File: config.mk
export PLATFORM = sky130hd
export DESIGN_NAME = line_rasterizer
export DESIGN_NICKNAME = d
export VERILOG_FILES = /design/src/hw/rtl/lr_pkg.sv /design/src/hw/rtl/line_rasterizer.sv
export SDC_FILE = /design/constraint.sdc
export NUM_CORES = 1
export LEC_CHECK = 0
export BUFFER_PORTS_ARGS = -buffer_cell sky130_fd_sc_hd__buf_2
export CAP_MARGIN = 10
export CORE_MARGIN = 3
export CORE_UTILIZATION = 40
export DETAILED_ROUTE_END_ITERATION = 7
export PLACE_DENSITY = 0.7
export SLEW_MARGIN = 15
export SYNTH_ARGS = -nofsm -noshare
export SYNTH_HDL_FRONTEND = slang
export SYNTH_SLANG_ARGS = --single-unit
File: constraint.sdc
create_clock -name aclk -period 8 [get_ports aclk]
set_input_delay 1.6 -clock aclk [delete_from_list [all_inputs] [get_ports aclk]]
set_output_delay 1.6 -clock aclk [all_outputs]
set_load 0.02 [all_outputs]
File: src/hw/rtl/lr_pkg.sv
// Shared constants for the line rasterizer and its checker.
package lr_pkg;

    // Default coordinate width and fixed field widths.
    localparam int COORD_BITS_DEFAULT = 12;
    localparam int SIZE_W             = 11;
    localparam int INDEX_W            = 20;
    localparam int WORD_W             = 16;
    localparam int CFG_INDEX_W        = 2;

    // Register indexes on the configuration channel.
    localparam logic [CFG_INDEX_W-1:0] REG_DISP_COLS = 2'd0;
    localparam logic [CFG_INDEX_W-1:0] REG_DISP_ROWS = 2'd1;

    // Register reset values.
    localparam logic [SIZE_W-1:0] DISP_COLS_RESET = 11'd120;
    localparam logic [SIZE_W-1:0] DISP_ROWS_RESET = 11'd40;

    // Operation codes carried in the input tuser bit.
    localparam logic OP_START = 1'b0;
    localparam logic OP_TICK  = 1'b1;

endpackage

File: src/hw/rtl/line_rasterizer.sv
// Bresenham line stepper: start transfers load a line, tick transfers emit one pixel each while a line is in progress.
// A productive tick's pixel is registered and shows on m_tvalid in the cycle after its transfer.
// Throughput: one input transfer per cycle while s_tready is high; step, clip and index multiply-add are combinational.
// s_tready stays high while the output register is empty or being drained.
// Reset (aresetn low, synchronous) idles the stepper, empties the output register and
// restores the 120 by 40 screen size; no clearing pass is needed.
module line_rasterizer #(
    parameter int COORD_BITS = lr_pkg::COORD_BITS_DEFAULT
) (
    input  logic                                aclk,
    input  logic                                aresetn,
    // Input stream.
    input  logic                                s_tvalid,
    output logic                                s_tready,
    // tdata from bit 0: start_x, start_y, end_x, end_y, glyph, attribute, zero fill.
    input  logic [((4*COORD_BITS+2*lr_pkg::WORD_W+7)/8)*8-1:0] s_tdata,
    // tuser: operation.
    input  logic                                s_tuser,
    // Result stream.
    output logic                                m_tvalid,
    input  logic                                m_tready,
    // tdata from bit 0: pixel_x, pixel_y, buffer_index, out_glyph, out_attribute, zero fill.
    output logic [((2*COORD_BITS+lr_pkg::INDEX_W+2*lr_pkg::WORD_W+7)/8)*8-1:0] m_tdata,
    // tuser: visible.
    output logic                                m_tuser,
    output logic                                m_tlast,
    // Configuration write channel.
    input  logic                                cfg_valid,
    output logic                                cfg_ready,
    input  logic [lr_pkg::CFG_INDEX_W-1:0]      cfg_index,
    input  logic [lr_pkg::SIZE_W-1:0]           cfg_data
);
    import lr_pkg::*;

    localparam int C          = COORD_BITS;
    localparam int OUT_W      = 2*C + INDEX_W + 2*WORD_W;
    localparam int OUT_TDATA_W = ((OUT_W + 7) / 8) * 8;
    localparam int CMP_W      = (C > SIZE_W) ? C : SIZE_W;

    // Configuration registers.
    logic [SIZE_W-1:0] disp_cols_reg;
    logic [SIZE_W-1:0] disp_rows_reg;

    // Stepper state.
    logic signed [C-1:0] cur_x_reg, cur_y_reg, target_x_reg, target_y_reg;
    logic signed [1:0]   dir_x_reg, dir_y_reg;
    logic [C-1:0]        span_x_reg, span_y_reg;
    logic signed [C:0]   err_acc_reg;
    logic                x_major_reg;
    logic                busy_reg;
    logic [WORD_W-1:0]   held_glyph_reg, held_attribute_reg;

    // Output register.
    logic                m_valid_reg;
    logic signed [C-1:0] out_x_reg, out_y_reg;
    logic                out_visible_reg;
    logic [INDEX_W-1:0]  out_index_reg;
    logic [WORD_W-1:0]   out_glyph_reg, out_attribute_reg;
    logic                out_last_reg;

    // Input field unpacking.
    logic signed [C-1:0] in_start_x, in_start_y, in_end_x, in_end_y;
    logic [WORD_W-1:0]   in_glyph, in_attribute;

    assign in_start_x   = s_tdata[C-1:0];
    assign in_start_y   = s_tdata[2*C-1:C];
    assign in_end_x     = s_tdata[3*C-1:2*C];
    assign in_end_y     = s_tdata[4*C-1:3*C];
    assign in_glyph     = s_tdata[4*C+WORD_W-1:4*C];
    assign in_attribute = s_tdata[4*C+2*WORD_W-1:4*C+WORD_W];

    // Handshakes. The output register parts the two sides.
    logic s_accept, do_start, do_pixel;

    assign s_tready  = !m_valid_reg || m_tready;
    assign s_accept  = s_tvalid && s_tready;
    assign do_start  = s_accept && (s_tuser == OP_START);
    assign do_pixel  = s_accept && (s_tuser == OP_TICK) && busy_reg;
    assign cfg_ready = 1'b1;

    // Line setup: deltas, directions, spans and the initial error term.
    logic signed [C:0] dx, dy;
    logic [C-1:0]      abs_dx, abs_dy, setup_major;
    logic signed [1:0] setup_dir_x, setup_dir_y;
    logic              setup_x_major;

    always_comb begin
        dx = {in_end_x[C-1], in_end_x} - {in_start_x[C-1], in_start_x};
        dy = {in_end_y[C-1], in_end_y} - {in_start_y[C-1], in_start_y};
        abs_dx = dx[C] ? C'(-dx) : C'(dx);
        abs_dy = dy[C] ? C'(-dy) : C'(dy);
        setup_dir_x = dx[C] ? 2'sb11 : ((dx != '0) ? 2'sb01 : 2'sb00);
        setup_dir_y = dy[C] ? 2'sb11 : ((dy != '0) ? 2'sb01 : 2'sb00);
        setup_x_major = abs_dx > abs_dy;
        setup_major = setup_x_major ? abs_dx : abs_dy;
    end

    // One Bresenham step from the current state.
    logic signed [C-1:0] step_x, step_y;
    logic signed [C-1:0] next_x, next_y;
    logic signed [C:0]   err_sub, err_next;
    logic [C-1:0]        minor_span, major_span;
    logic                step_last;

    always_comb begin
        step_x = {{(C-2){dir_x_reg[1]}}, dir_x_reg};
        step_y = {{(C-2){dir_y_reg[1]}}, dir_y_reg};
        minor_span = x_major_reg ? span_y_reg : span_x_reg;
        major_span = x_major_reg ? span_x_reg : span_y_reg;
        err_sub = err_acc_reg - $signed({1'b0, minor_span});
        err_next = err_sub;
        next_x = cur_x_reg;
        next_y = cur_y_reg;
        if (err_sub[C]) begin
            err_next = err_sub + $signed({1'b0, major_span});
        end
        if (x_major_reg) begin
            next_x = cur_x_reg + step_x;
            if (err_sub[C]) begin
                next_y = cur_y_reg + step_y;
            end
            step_last = (next_x == target_x_reg);
        end else begin
            next_y = cur_y_reg + step_y;
            if (err_sub[C]) begin
                next_x = cur_x_reg + step_x;
            end
            step_last = (next_y == target_y_reg);
        end
    end

    // Clip test and row-major index for the pixel being emitted.
    logic [CMP_W-1:0]   px_cmp, py_cmp;
    logic               pix_visible;
    logic [INDEX_W-1:0] pix_index;

    always_comb begin
        px_cmp = CMP_W'($unsigned(cur_x_reg));
        py_cmp = CMP_W'($unsigned(cur_y_reg));
        pix_visible = !cur_x_reg[C-1] && !cur_y_reg[C-1] &&
                      (px_cmp < CMP_W'(disp_cols_reg)) &&
                      (py_cmp < CMP_W'(disp_rows_reg));
        pix_index = '0;
        if (pix_visible) begin
            pix_index = INDEX_W'($unsigned(cur_y_reg)) * INDEX_W'(disp_cols_reg)
                      + INDEX_W'($unsigned(cur_x_reg));
        end
    end

    // Configuration writes.
    always_ff @(posedge aclk) begin
        if (!aresetn) begin
            disp_cols_reg <= DISP_COLS_RESET;
            disp_rows_reg <= DISP_ROWS_RESET;
        end else if (cfg_valid && cfg_ready) begin
            case (cfg_index)
                REG_DISP_COLS: disp_cols_reg <= cfg_data;
                REG_DISP_ROWS: disp_rows_reg <= cfg_data;
                default: ;
            endcase
        end
    end

    // Stepper control.
    always_ff @(posedge aclk) begin
        if (!aresetn) begin
            busy_reg <= 1'b0;
        end else if (do_start) begin
            busy_reg <= (setup_major != '0);
        end else if (do_pixel && step_last) begin
            busy_reg <= 1'b0;
        end
    end

    // Stepper datapath.
    always_ff @(posedge aclk) begin
        if (do_start) begin
            cur_x_reg          <= in_start_x;
            cur_y_reg          <= in_start_y;
            target_x_reg       <= in_end_x;
            target_y_reg       <= in_end_y;
            dir_x_reg          <= setup_dir_x;
            dir_y_reg          <= setup_dir_y;
            span_x_reg         <= abs_dx;
            span_y_reg         <= abs_dy;
            x_major_reg        <= setup_x_major;
            err_acc_reg        <= $signed({2'b00, setup_major[C-1:1]});
            held_glyph_reg     <= in_glyph;
            held_attribute_reg <= in_attribute;
        end else if (do_pixel) begin
            cur_x_reg   <= next_x;
            cur_y_reg   <= next_y;
            err_acc_reg <= err_next;
        end
    end

    // Output valid: loaded by a productive tick, cleared once the transfer completes.
    always_ff @(posedge aclk) begin
        if (!aresetn) begin
            m_valid_reg <= 1'b0;
        end else if (s_accept) begin
            m_valid_reg <= do_pixel;
        end else if (m_tready) begin
            m_valid_reg <= 1'b0;
        end
    end

    // Output payload.
    always_ff @(posedge aclk) begin
        if (do_pixel) begin
            out_x_reg         <= cur_x_reg;
            out_y_reg         <= cur_y_reg;
            out_visible_reg   <= pix_visible;
            out_index_reg     <= pix_index;
            out_glyph_reg     <= held_glyph_reg;
            out_attribute_reg <= held_attribute_reg;
            out_last_reg      <= step_last;
        end
    end

    assign m_tvalid = m_valid_reg;
    assign m_tdata  = OUT_TDATA_W'({out_attribute_reg, out_glyph_reg, out_index_reg,
                                    out_y_reg, out_x_reg});
    assign m_tuser  = out_visible_reg;
    assign m_tlast  = out_last_reg;

endmodule

==> results.txt, run 1 <==
The flow ran to the end, and the final reports show no timing, DRC or antenna violations. The cell with the largest stage delay on the worst path was fa_1. The cell row count is 75, and the post-route clock period utilization is 76.1%. The number of placed instances, taps included was 2332. For this run, global-route usage on met1 was measured as 25.4%. The number of design-rule violations left by the first detailed-router iteration came out at 756.

The run gives 37.8% as the sequential-to-total area share from yosys stat. The startpoint type of the worst setup path is an input pin. Of the cells placed in the final design, the portion with a size suffix greater than 1 is 15.0%. The initial antenna violation count was 0; the met2 demand-to-capacity share in global routing was 31.0%.

The flip-flop count of the largest register, all copies and words added is 20. Data arrives at the worst endpoint at 6.49 ns. The data required time at the worst endpoint was 8.40 ns. The power density relative to cell area works out to 383 nW/um^2. The maximum clock insertion buffer count was 3; the post-synthesis xor/xnor area fraction was 6.36%. By area, the combinational part of the netlist is dominated by adder cells. The number of nets in the layout is 2176.

For met3 alone, demand over resource in global routing was 2.38%. The logs give 1 for the H-tree level count and 32.9 mm for the HPWL after detailed placement. The worst setup path is of the input pin to register kind.

After routing, the total negative slack on setup checks comes to 0 ns. The number of buffers added to fix hold violations after cts was 0. The first detailed-routing pass ran for 5 iterations. The worst pin sits at a relative slew slack of 40.0%. The critical path's most frequent cell is a21oi_1.

In the routed design, unresolved DRC markers number 0. Counting every instance in the synthesized netlist gives 1657. The area enclosed by the die boundary is 45300 sq um. In this run the cell area of the synthesized design comes to 17100 sq um. Based on the critical path, the design can be clocked at up to 164 MHz. The run gives 8.23 nW as the leakage power. The synthesized design contains 198 enable-type register cells. VDD sags by at most 0.267 mV. The run gives 2380 as the post-layout instance count excluding filler cells. The logs give 0.888 for the placer's final routability congestion estimate and 42100 sq um for the placeable core area.

The run gives 0 as the antenna diode count. The number of setup buffers added after CTS is 0. After filler insertion, the fill cell instance count of the layout stands at 3927. The area fraction in compound gates after synthesis was 11.1%. The number of pins exceeding their max-slew limit in the final report was 0; the clock latency reported for the late side of the worst-skew pair was 0.53 ns.

Most frequent cell after synthesis: inv_1. Most used flip-flop cell after synthesis: edfxtp_1. For this run, asynchronously set or reset flops after synthesis account for 0%. In the post-synthesis netlist, the biggest area contributors are edfxtp_1 (35%), fa_1 (12%), ha_1 (11%).

The max-cap violation count is 0, and the setup clock skew after layout is 0.0135 ns. Capturing element type of the critical path: a register. The startpoint identified for the worst register-to-register timing path is cur_y_reg[2]. In the synthesized netlist, the cells that appear most often are inv_1 (217), edfxtp_1 (198), nand2_1 (191). For this run, the slowest stage of the critical path takes 0.42 ns.

The hold violation count in the final report is 0. For the effective utilization at floorplan, the log shows 40.6%. During I/O placement, the number of pins put on the boundary was 184. Gates resized during post-CTS repair numbered 0. For this block, the routed nets add up to 42.4 mm of wire. The flip-flop and latch count after synthesis was 224. Clock sink count: 224. The count of port buffers added during placement came out at 178. For this run, the total global-route usage over all layers was measured as 18.5%. Setup violations remaining at the end of the flow were counted as 0.

The slew of the pin with the lowest slew margin works out to 0.897 ns. The width of the chip works out to 213 um. Traced cell by cell, the critical path runs through buf_2 -> ha_1 -> fa_1 -> nand2b_1 -> a21oi_1 -> o221ai_1 -> a21oi_1 -> nor2_1 -> o31ai_1 -> xnor2_1 -> ha_1 -> nand4_1 -> a211o_1 -> a31oi_1 -> buf_4 -> mux2_2 -> a211o_1 -> nor4_1 -> a21oi_1. TritonCTS built the clock tree.

The simple logic cell fraction of the synthesized area works out to 13.0%. The first-pass GRT wire length is 67.0 mm. After clock tree synthesis, the clock-pin slew on the worst setup and hold paths is 0.06 ns.

The total vias in the final route was 12600. The startpoint identified for the worst hold timing path is held_attribute_reg[15]. Setup repair after global routing left no endpoint under its margin. Of all nets on the critical path, the largest fanout is 20. For this run the aggregate overflow at the end of global routing stands at 0. The number of clock buffers added by TritonCTS is 26. The portion of synthesized area spent on multiplexers is 2.28%. The run gives 71 as the maximum number of pins on one net before global-route repair. The area added between synthesis and finish was 13.2%; the warning count from the yosys run was 0. The number of vias per cell is 5.31, and the remaining antenna violation count is 0. The synthesized design spends more area on one cell type than any other, namely edfxtp_1. The synthesized netlist devotes 23.3% of its cell area to adder and majority cells. Count of unique library cells instantiated by Yosys: 79.

The average routed wire per standard cell was 17.8 um. Tracing the worst setup path back leads to its startpoint at s_tdata[0]. In this run the worst hold path is classified as register to register. The routed design could run at a clock period as short as 6.08 ns. The area share of the leading cell type in the synthesized netlist works out to 34.7%. The number of global-route vias before repair is 12600, and the synthesized area divided by synthesized cell count is 10.3 sq um. The global routing stage identified its most utilized layer as met2. CTS placed an instance of clkbuf_16 at the clock tree root. The chip height came out at 213 um. Across all hold checks on the routed design, the worst slack comes to 0.417 ns.
layout make-up:
cell class	count	area, sq um	area share (%)
well taps	539	674	3.48
clock inverters	19	129	0.665
clock buffers	29	683	3.53
flip-flops and latches	224	6470	33.4
repair buffers	189	973	5.03
multi-input cells	1161	9620	49.7
inverters	219	826	4.26
cell families (layout without fill, tap and decap cells):
logic type | count (synthesis) | in the layout
simple gates | 460 | 460
other cells | 2 | 5
mux | 37 | 37
xor+xnor | 117 | 117
buf+inv | 275 | 456
flops | 224 | 224
compound gates | 286 | 286
fa+ha+maj | 256 | 256
through the flow:
stage / setup WS, ns / instance area (sq um) / utilization, % / total power [mW]
after global routing: 1.51 / 19400 / 46.0 / 8.19
after detailed placement: 1.45 / 18600 / 44.0 / 6.31
final: 1.92 / 19400 / 46.0 / 7.42
after global placement: 1.57 / 18600 / 44.0 / 6.17
after floorplan: 1.90 / 17100 / - / 5.31
after CTS: 2.01 / 19400 / 46.0 / 7.48
critical path, delay by kind of cell:
kind	cells	cell delay, ns
AOI/OAI and AO/OA	8	1.92
muxes	1	0.38
buffers and inverters	2	0.40
adders and majority gates	3	1.07
xor gates and xnor gates	1	0.24
and+or+nand+nor	4	0.86
worst paths after layout:
path                           end  slack, ns  cells past startpoint
min reg2reg  out_attribute_reg[15]       0.42                      0
max                       busy_reg       1.92                     19
min          out_attribute_reg[15]       0.42                      0
max reg2reg      out_index_reg[19]       2.37                     22
power by group:
group	leakage [nW]	internal [mW]	total, mW	switching [mW]
clock network	0.382	0.623	1.12	0.495
logic	5.81	2.06	4.70	2.64
registers	2.03	1.46	1.60	0.141
total	8.23	4.15	7.42	3.28
cells in the final DEF (no fill, tap or decap), types with 17 or more instances in the layout:
master	instances
buf_2	178
nand3_1	26
xor2_1	51
a21boi_0	22
xnor2_1	61
nor3_1	32
nor2b_1	19
inv_1	216
nor2_1	70
a211oi_1	19
edfxtp_1	198
o211ai_1	17
o21ai_0	62
and2_1	49
nand2_1	191
a21oi_1	72
mux2i_1	21
ha_1	151
fa_1	105
dfxtp_1	26
clkbuf_16	27
per-layer routing:
metal,share of wire (%),vias to the layer above
met5,0,-
met4,2.7,0
met3,5.6,74
met2,47,417
met1,45,6124
li1,-,6020
No activity file was read; power rests on OpenSTA's default activity.
==> run 2, diff against run 1 <==
--- a/config.mk
+++ b/config.mk
@@ -10,7 +10,7 @@
 export CORE_MARGIN = 3
 export CORE_UTILIZATION = 40
 export DETAILED_ROUTE_END_ITERATION = 7
-export PLACE_DENSITY = 0.7
+export PLACE_DENSITY = 0.72
 export SLEW_MARGIN = 15
 export SYNTH_ARGS = -nofsm -noshare
 export SYNTH_HDL_FRONTEND = slang
==> constraint.sdc (replaced) <==
create_clock -name aclk -period 5.35 [get_ports aclk]
set_input_delay 1.07 -clock aclk [delete_from_list [all_inputs] [get_ports aclk]]
set_output_delay 1.07 -clock aclk [all_outputs]
set_load 0.02 [all_outputs]
==> results.txt, run 2 (synthesis gave the netlist of run 1 again) <==
The placer's final routability congestion estimate is 0.901 (+1.4%). The hold violation count in the final report came out at 0 (unchanged). The HPWL after detailed placement was 36.8 mm (+12%); the number of buffers added to fix hold violations after cts was 0 (unchanged). The worst setup path is launched from a register. Clock tree synthesis selected as its root buffer the cell clkbuf_16. The logs give 40.6% (unchanged) for the effective utilization at floorplan and 0 (unchanged) for the max-cap violation count. Setup clock skew after layout: 0.0230 ns (+0.00952 ns). The area taken by flip-flops and latches is 6470 sq um (about the same). The number of top-level pins is 184 (unchanged), and the area enclosed by the die boundary is 45300 sq um (unchanged).

The power density relative to cell area was 575 nW/um^2 (+50%). For the post-layout instance count excluding filler cells, the log shows 2494 (+4.8%). The run finished with clean final reports. For the cell row count, the log shows 75 (unchanged). Leaving out fill and tap cells, the most frequent cells in the layout are inv_1 (216), edfxtp_1 (198), nand2_1 (191). The initial antenna violation count was 2 (+2). Capturing element type of the critical path: a register. The tools report the clock sink count as 224 (unchanged). Critical path start-end classification: register to register.

The global-route total usage across every layer was 19.8% (+1.3 points). Walking the worst path, the cells encountered are buf_4 -> and2_1 -> fa_1 -> fa_1 -> fa_1 -> fa_1 -> fa_1 -> ha_1 -> or3_1 -> o21ai_0 -> nor2_1 -> a311oi_1 -> xor2_1 -> nor2_1. The tools report the total grt overflow as 0 (unchanged). The H-tree level count is 1 (unchanged), and the number of placed instances, taps included is 2436 (+4.5%).

Setup repair after global routing could not meet its margin everywhere. The run gives 70.6 mm (+5.3%) as the first-pass GRT wire length. The routed design could run at a clock period as short as 5.12 ns. The tools report the number of design-rule violations left by the first detailed-router iteration as 938 (+24%).

Number of pins exceeding their max-slew limit in the final report: 0 (unchanged). The final critical path takes up 95.7% of the cycle. The logs give 3 (unchanged) for the maximum clock insertion buffer count and 0.55 ns (+0.02 ns) for the clock latency reported for the late side of the worst-skew pair. The accumulated negative setup slack was 0 ns (unchanged); the maximum single-stage delay on the critical path was 0.53 ns (+0.11 ns). Counting stages on the worst path, the most repeated cell is fa_1. The data required time at the worst endpoint was 5.63 ns (-2.77 ns); the maximum number of pins on one net before global-route repair was 85 (+20%). The kind of path behind the tightest hold check is register to register.

Maximum fanout along the worst path: 8 (-60%). The tools report the number of nets in the layout as 2292 (+5.3%). The worst path arrival time is 5.40 ns (-1.09 ns).

The run gives 0 (unchanged) as the detailed-route DRC error count. For the maximum vdd drop, the log shows 0.548 mV (+100%). The remaining antenna violation count was 0 (unchanged). The flip-flop count of the largest register, all copies and words added was 20 (unchanged); the placeable core area was 42100 sq um (unchanged). Tightest slew margin relative to the limit: 35.3% (-4.7 points).

The total vias in the final route is 13200 (+4.1%). Compared with the post-synthesis result, the final layout area differs by 19.0%. The fraction of final layout cells with drive strength greater than 1 came out at 20.3% (+5.3 points). The number of global-route vias before repair came out at 13200 (+4.3%).

The width of the chip was 213 um (unchanged). The slew of the pin with the lowest slew margin is 0.971 ns (+0.0733 ns). The average routed wire per standard cell is 18.3 um (+2.6%). TritonCTS built the clock tree. The count of port buffers added during placement is 178 (unchanged), and the number of setup violations in the final report is 0 (unchanged). The chip height is 213 um (unchanged). The library cell used most frequently in the layout, excluding fill and tap cells, is inv_1. Filler cell count in the final layout: 3831 (-2.4%). The total area of multi-input combinational cells is 9660 sq um (+0.39%). The number of CTS-inserted buffers is 26 (unchanged), and the antenna diode count is 0 (unchanged). The run gives 45.6 mm (+7.5%) as the wire length after detailed routing. The length of the first detailed-routing pass in iterations is 8 (+3), and the number of vias per cell is 5.28 (-0.61%). Derived from the worst setup path, the maximum achievable clock frequency is 195 MHz. The largest individual stage delay along the critical path comes from the cell edfxtp_1. The leakage power was 8.85 nW (+7.5%); the clock input transition at the sequential cells of the worst setup and hold paths was 0.06 ns (about the same).
[run 2: per-layer routing]
metal	part of all wire, %	GRT usage, %	up-vias	wire (um)
met3	6.7	3.32	86	3040
met2	47	33.1	487	21200
met4	3.8	7.13	2	1730
li1	-	-	6254	-
met1	43	26.0	6330	19600
met5	0.029	0	-	13
[run 2: worst max-delay path: cells and delay by family, from the launching register on]
kind	cells	cell delay, ns
simple gates	4	0.67
compound gates	2	0.43
fa+ha+maj	6	2.84
flops	1	0.53
buf+inv	1	0.21
xor+xnor	1	0.18
[run 2: power breakdown]
part	total [mW]	switching, mW	internal, mW
sequential	2.31	0.124	2.19
combinational	7.61	4.22	3.38
clock	1.80	0.732	1.07
[run 2: through the flow]
stage / hold slack, ns / utilization, % / total power [mW] / cell area (sq um) / worst slack (ns)
2_1_floorplan: 0.400 / - / 7.96 / 17200 / 0.0265
3_3_place_gp: 0.401 / 46.0 / 9.60 / 19400 / -0.207
3_5_place_dp: 0.405 / 46.0 / 9.81 / 19400 / -0.267
4_1_cts: 0.419 / 48.2 / 11.7 / 20300 / 0.0280
5_1_grt: 0.422 / 48.4 / 12.8 / 20400 / -0.0152
6_report: 0.417 / 48.4 / 11.7 / 20400 / 0.232
[run 2: path summary, 6_finish.rpt]
kind | startpoint | end | slack [ns] | cells past startpoint
max | cur_y_reg[7] | out_index_reg[17] | 0.23 | 14
max reg2reg | cur_y_reg[7] | out_index_reg[17] | 0.23 | 14
min reg2reg | held_glyph_reg[0] | out_glyph_reg[0] | 0.42 | 0
min | held_glyph_reg[0] | out_glyph_reg[0] | 0.42 | 0
[run 2: repair_timing]
item | in CTS | in global routing
resized for setup | 1 | 5
setup buffers | 4 | 8
endpoints found under the setup margin | 1 | 6
pin swaps | 0 | 1
[run 2: final cells by class]
cell class | count | share of cell area, %
Multi-Input combinational cell | 1161 | 47.4
Clock inverter | 17 | 0.909
Clock buffer | 29 | 3.35
Timing Repair Buffer | 305 | 9.24
Inverter | 219 | 4.05
Tap cell | 539 | 3.31
Sequential cell | 224 | 31.7
==> run 3, diff against run 2 <==
--- a/config.mk
+++ b/config.mk
@@ -7,6 +7,7 @@
 export LEC_CHECK = 0
 export BUFFER_PORTS_ARGS = -buffer_cell sky130_fd_sc_hd__buf_2
 export CAP_MARGIN = 10
+export CORE_ASPECT_RATIO = 0.9
 export CORE_MARGIN = 3
 export CORE_UTILIZATION = 40
 export DETAILED_ROUTE_END_ITERATION = 7
==> results.txt, run 3 (synthesis gave the netlist of run 1 again) <==
The HPWL after detailed placement came out at 35.4 mm (-3.6%). The data required time at the worst endpoint is 5.63 ns (about the same), and the maximum single-stage delay on the critical path is 0.53 ns (about the same). The wire length after detailed routing was 44.3 mm (-2.9%); the share of the core filled with cells in the final layout was 49.5% (+1.1 points). The power density relative to cell area works out to 624 nW/um^2 (+8.4%). The run gives 71 (-5.3%) as the cell row count. The number of vias per cell is 5.18 (-1.9%). The hold-critical path depth was 0 (unchanged).

TritonCTS built the clock tree. STA classifies the critical path endpoint as a register. The total number of cells along the worst setup path was 18 (+4). The post-layout instance count excluding filler cells is 2533 (+1.6%), and the area enclosed by the die boundary is 45300 sq um (about the same).

The tools report the accumulated negative setup slack as 0 ns (unchanged). The worst setup path is launched from a register. The tree is rooted in a clkbuf_16. Remaining antenna violation count: 0 (unchanged). The critical path start-end classification was register to register. The number of design-rule violations left by the first detailed-router iteration is 891 (-5.0%), and the width of the chip is 224 um (+5.3%). The run finished with clean final reports. The commonest non-fill, non-tap cell in the layout is inv_1. The number of top-level pins is 184 (unchanged). The library cells used most frequently in the layout, excluding fill and tap cells, are inv_1 (215), edfxtp_1 (198), nand2_1 (191). The flip-flop count of the largest register, all copies and words added was 20 (unchanged). The detailed-route DRC error count is 0 (unchanged), and the number of buffers added to fix hold violations after cts is 0 (unchanged). The maximum vdd drop was 0.874 mV (+60%). The buffers plus inverters on the worst setup path was 5 (+4). The number of placed instances, taps included was 2481 (+1.8%). Maximum fanout along the worst path: 9 (+1). The tools report the leakage power as 9.05 nW (+2.3%). The run gives 0 (unchanged) as the antenna diode count. The reg2reg setup slack came out at 0.20 ns (-0.04 ns). The effective utilization at floorplan is 40.7% (+0.11 points), and the number of global-route vias before repair is 13000 (-0.90%).

The logs give 1 (unchanged) for the H-tree level count and 0 (unchanged) for the max-cap violation count. The fmax is 194 MHz (-0.70%), and the total grt overflow is 0 (unchanged). The post-route clock period utilization was 96.3% (+0.67 points).

Grouping stages by cell kind, the critical path spends the most delay in adder cells. The maximum number of pins on one net before global-route repair is 69 (-19%), and the initial antenna violation count is 0 (-2). The length of the first detailed-routing pass in iterations came out at 5 (-3).

The first-pass GRT wire length was 69.4 mm (-1.7%). The final critical delay including setup and external delays was 5.15 ns (+0.0361 ns). The tightest min-delay check is of the register to register type.

The worst path arrival time came out at 5.43 ns (+0.03 ns). The number of CTS-inserted buffers was 26 (unchanged); the number of cells on the worst reg-to-reg path was 18 (+4). The global-route total usage across every layer is 19.1% (-0.71 points), and the slew of the pin with the lowest slew margin is 0.785 ns (-0.185 ns). Number of setup violations in the final report: 0 (unchanged).

The slowest stage of the critical path is the fa_1 cell. The total vias in the final route is 13100 (-0.37%), and the count of port buffers added during placement is 178 (unchanged). The clock sink count was 224 (unchanged); the placer's final routability congestion estimate was 0.932 (+3.5%).

The area growth from synthesis to layout is 21.5%. The number of nets in the layout was 2323 (+1.4%). The clock input transition at the sequential cells of the worst setup and hold paths works out to 0.06 ns (about the same). Fraction of final layout cells with drive strength greater than 1: 22.4% (+2.2 points). The chip height came out at 202 um (-5.0%).

The logs give 47.1% (+12 points) for the tightest slew margin relative to the limit and 0.0210 ns (-0.00202 ns) for the setup clock skew after layout. The filler cell count in the final layout is 3749 (-2.1%). Average routed wire per standard cell: 17.5 um (-4.4%). The signal on the critical path passes through buf_4 -> buf_6 -> and2_1 -> fa_1 -> inv_1 -> fa_1 -> fa_1 -> fa_1 -> fa_1 -> inv_1 -> ha_4 -> or3_1 -> a211oi_2 -> buf_4 -> nor3_1 -> o31ai_1 -> nand3_1 -> nor3b_2. The critical path's most frequent cell is fa_1. The run gives 0 (unchanged) as the number of pins exceeding their max-slew limit in the final report.

The logs give 3 (unchanged) for the maximum clock insertion buffer count and 0.54 ns (about the same) for the clock latency reported for the late side of the worst-skew pair. The hold violation count in the final report was 0 (unchanged). The placeable core area was 42000 sq um (-0.27%).
run 3: cell types whose count changed in the layout (fill, tap and decap cells not counted), sizes merged:
cell / change
buf: +31
clkinv: -4
inv: +4
clkbuf: +2
clkinvlp: -2
run 3: through the flow:
step | hold WS, ns | total power [mW] | cell area (sq um) | setup slack, ns
floorplan | 0.400 | 7.96 | 17200 | 0.0265
finish | 0.417 | 13.0 | 20800 | 0.196
CTS | 0.419 | 12.4 | 20600 | 0.0348
global route | 0.424 | 14.1 | 20800 | -0.0938
detailed placement | 0.405 | 10.5 | 19700 | -0.342
global placement | 0.400 | 10.3 | 19700 | -0.272
run 3: path summary, 6_finish.rpt:
kind	from	endpoint
worst max-delay path	cur_y_reg[3]	out_index_reg[19]
worst min-delay path	held_attribute_reg[11]	out_attribute_reg[11]
worst max register to register	cur_y_reg[3]	out_index_reg[19]
worst min register to register	held_attribute_reg[11]	out_attribute_reg[11]
run 3: layout make-up:
cell class / instances / area (sq um) / share of cell area (%)
flip-flops and latches: 224 / 6470 / 31.1
repair buffers: 336 / 2160 / 10.4
multi-input cells: 1161 / 9780 / 47.0
well taps: 547 / 684 / 3.29
clock buffers: 31 / 711 / 3.42
inverters: 219 / 826 / 3.97
clock inverters: 15 / 171 / 0.824
run 3: metal layers:
layer | up-vias | GRT usage (%) | share of wire [%]
met2 | 438 | 31.5 | 47
met4 | 0 | 4.75 | 2.2
met1 | 6282 | 26.4 | 44
met5 | - | 0 | 0
li1 | 6326 | - | -
met3 | 64 | 3.11 | 6.8
run 3: report_power, final:
part	internal (mW)	switching [mW]	total [mW]	leakage [nW]
Sequential	2.19	0.108	2.29	2.03
Combinational	4.24	4.62	8.85	6.58
Clock	1.10	0.724	1.82	0.431
Total	7.52	5.45	13.0	9.05
run 3: what timing repair did:
action / 4_1_cts / 5_1_grt
pin swaps: 0 / 20
setup buffers: 0 / 6
gates resized for setup: 2 / 28
endpoints found under the setup margin: 4 / 9
run 3: worst register-to-register path: cells and delay by family (launching register included):
kind,cells,cell delay (ns)
fa+ha+maj,6,2.57
simple gates,5,0.89
buf+inv,5,0.63
compound gates,2,0.44
flops,1,0.36
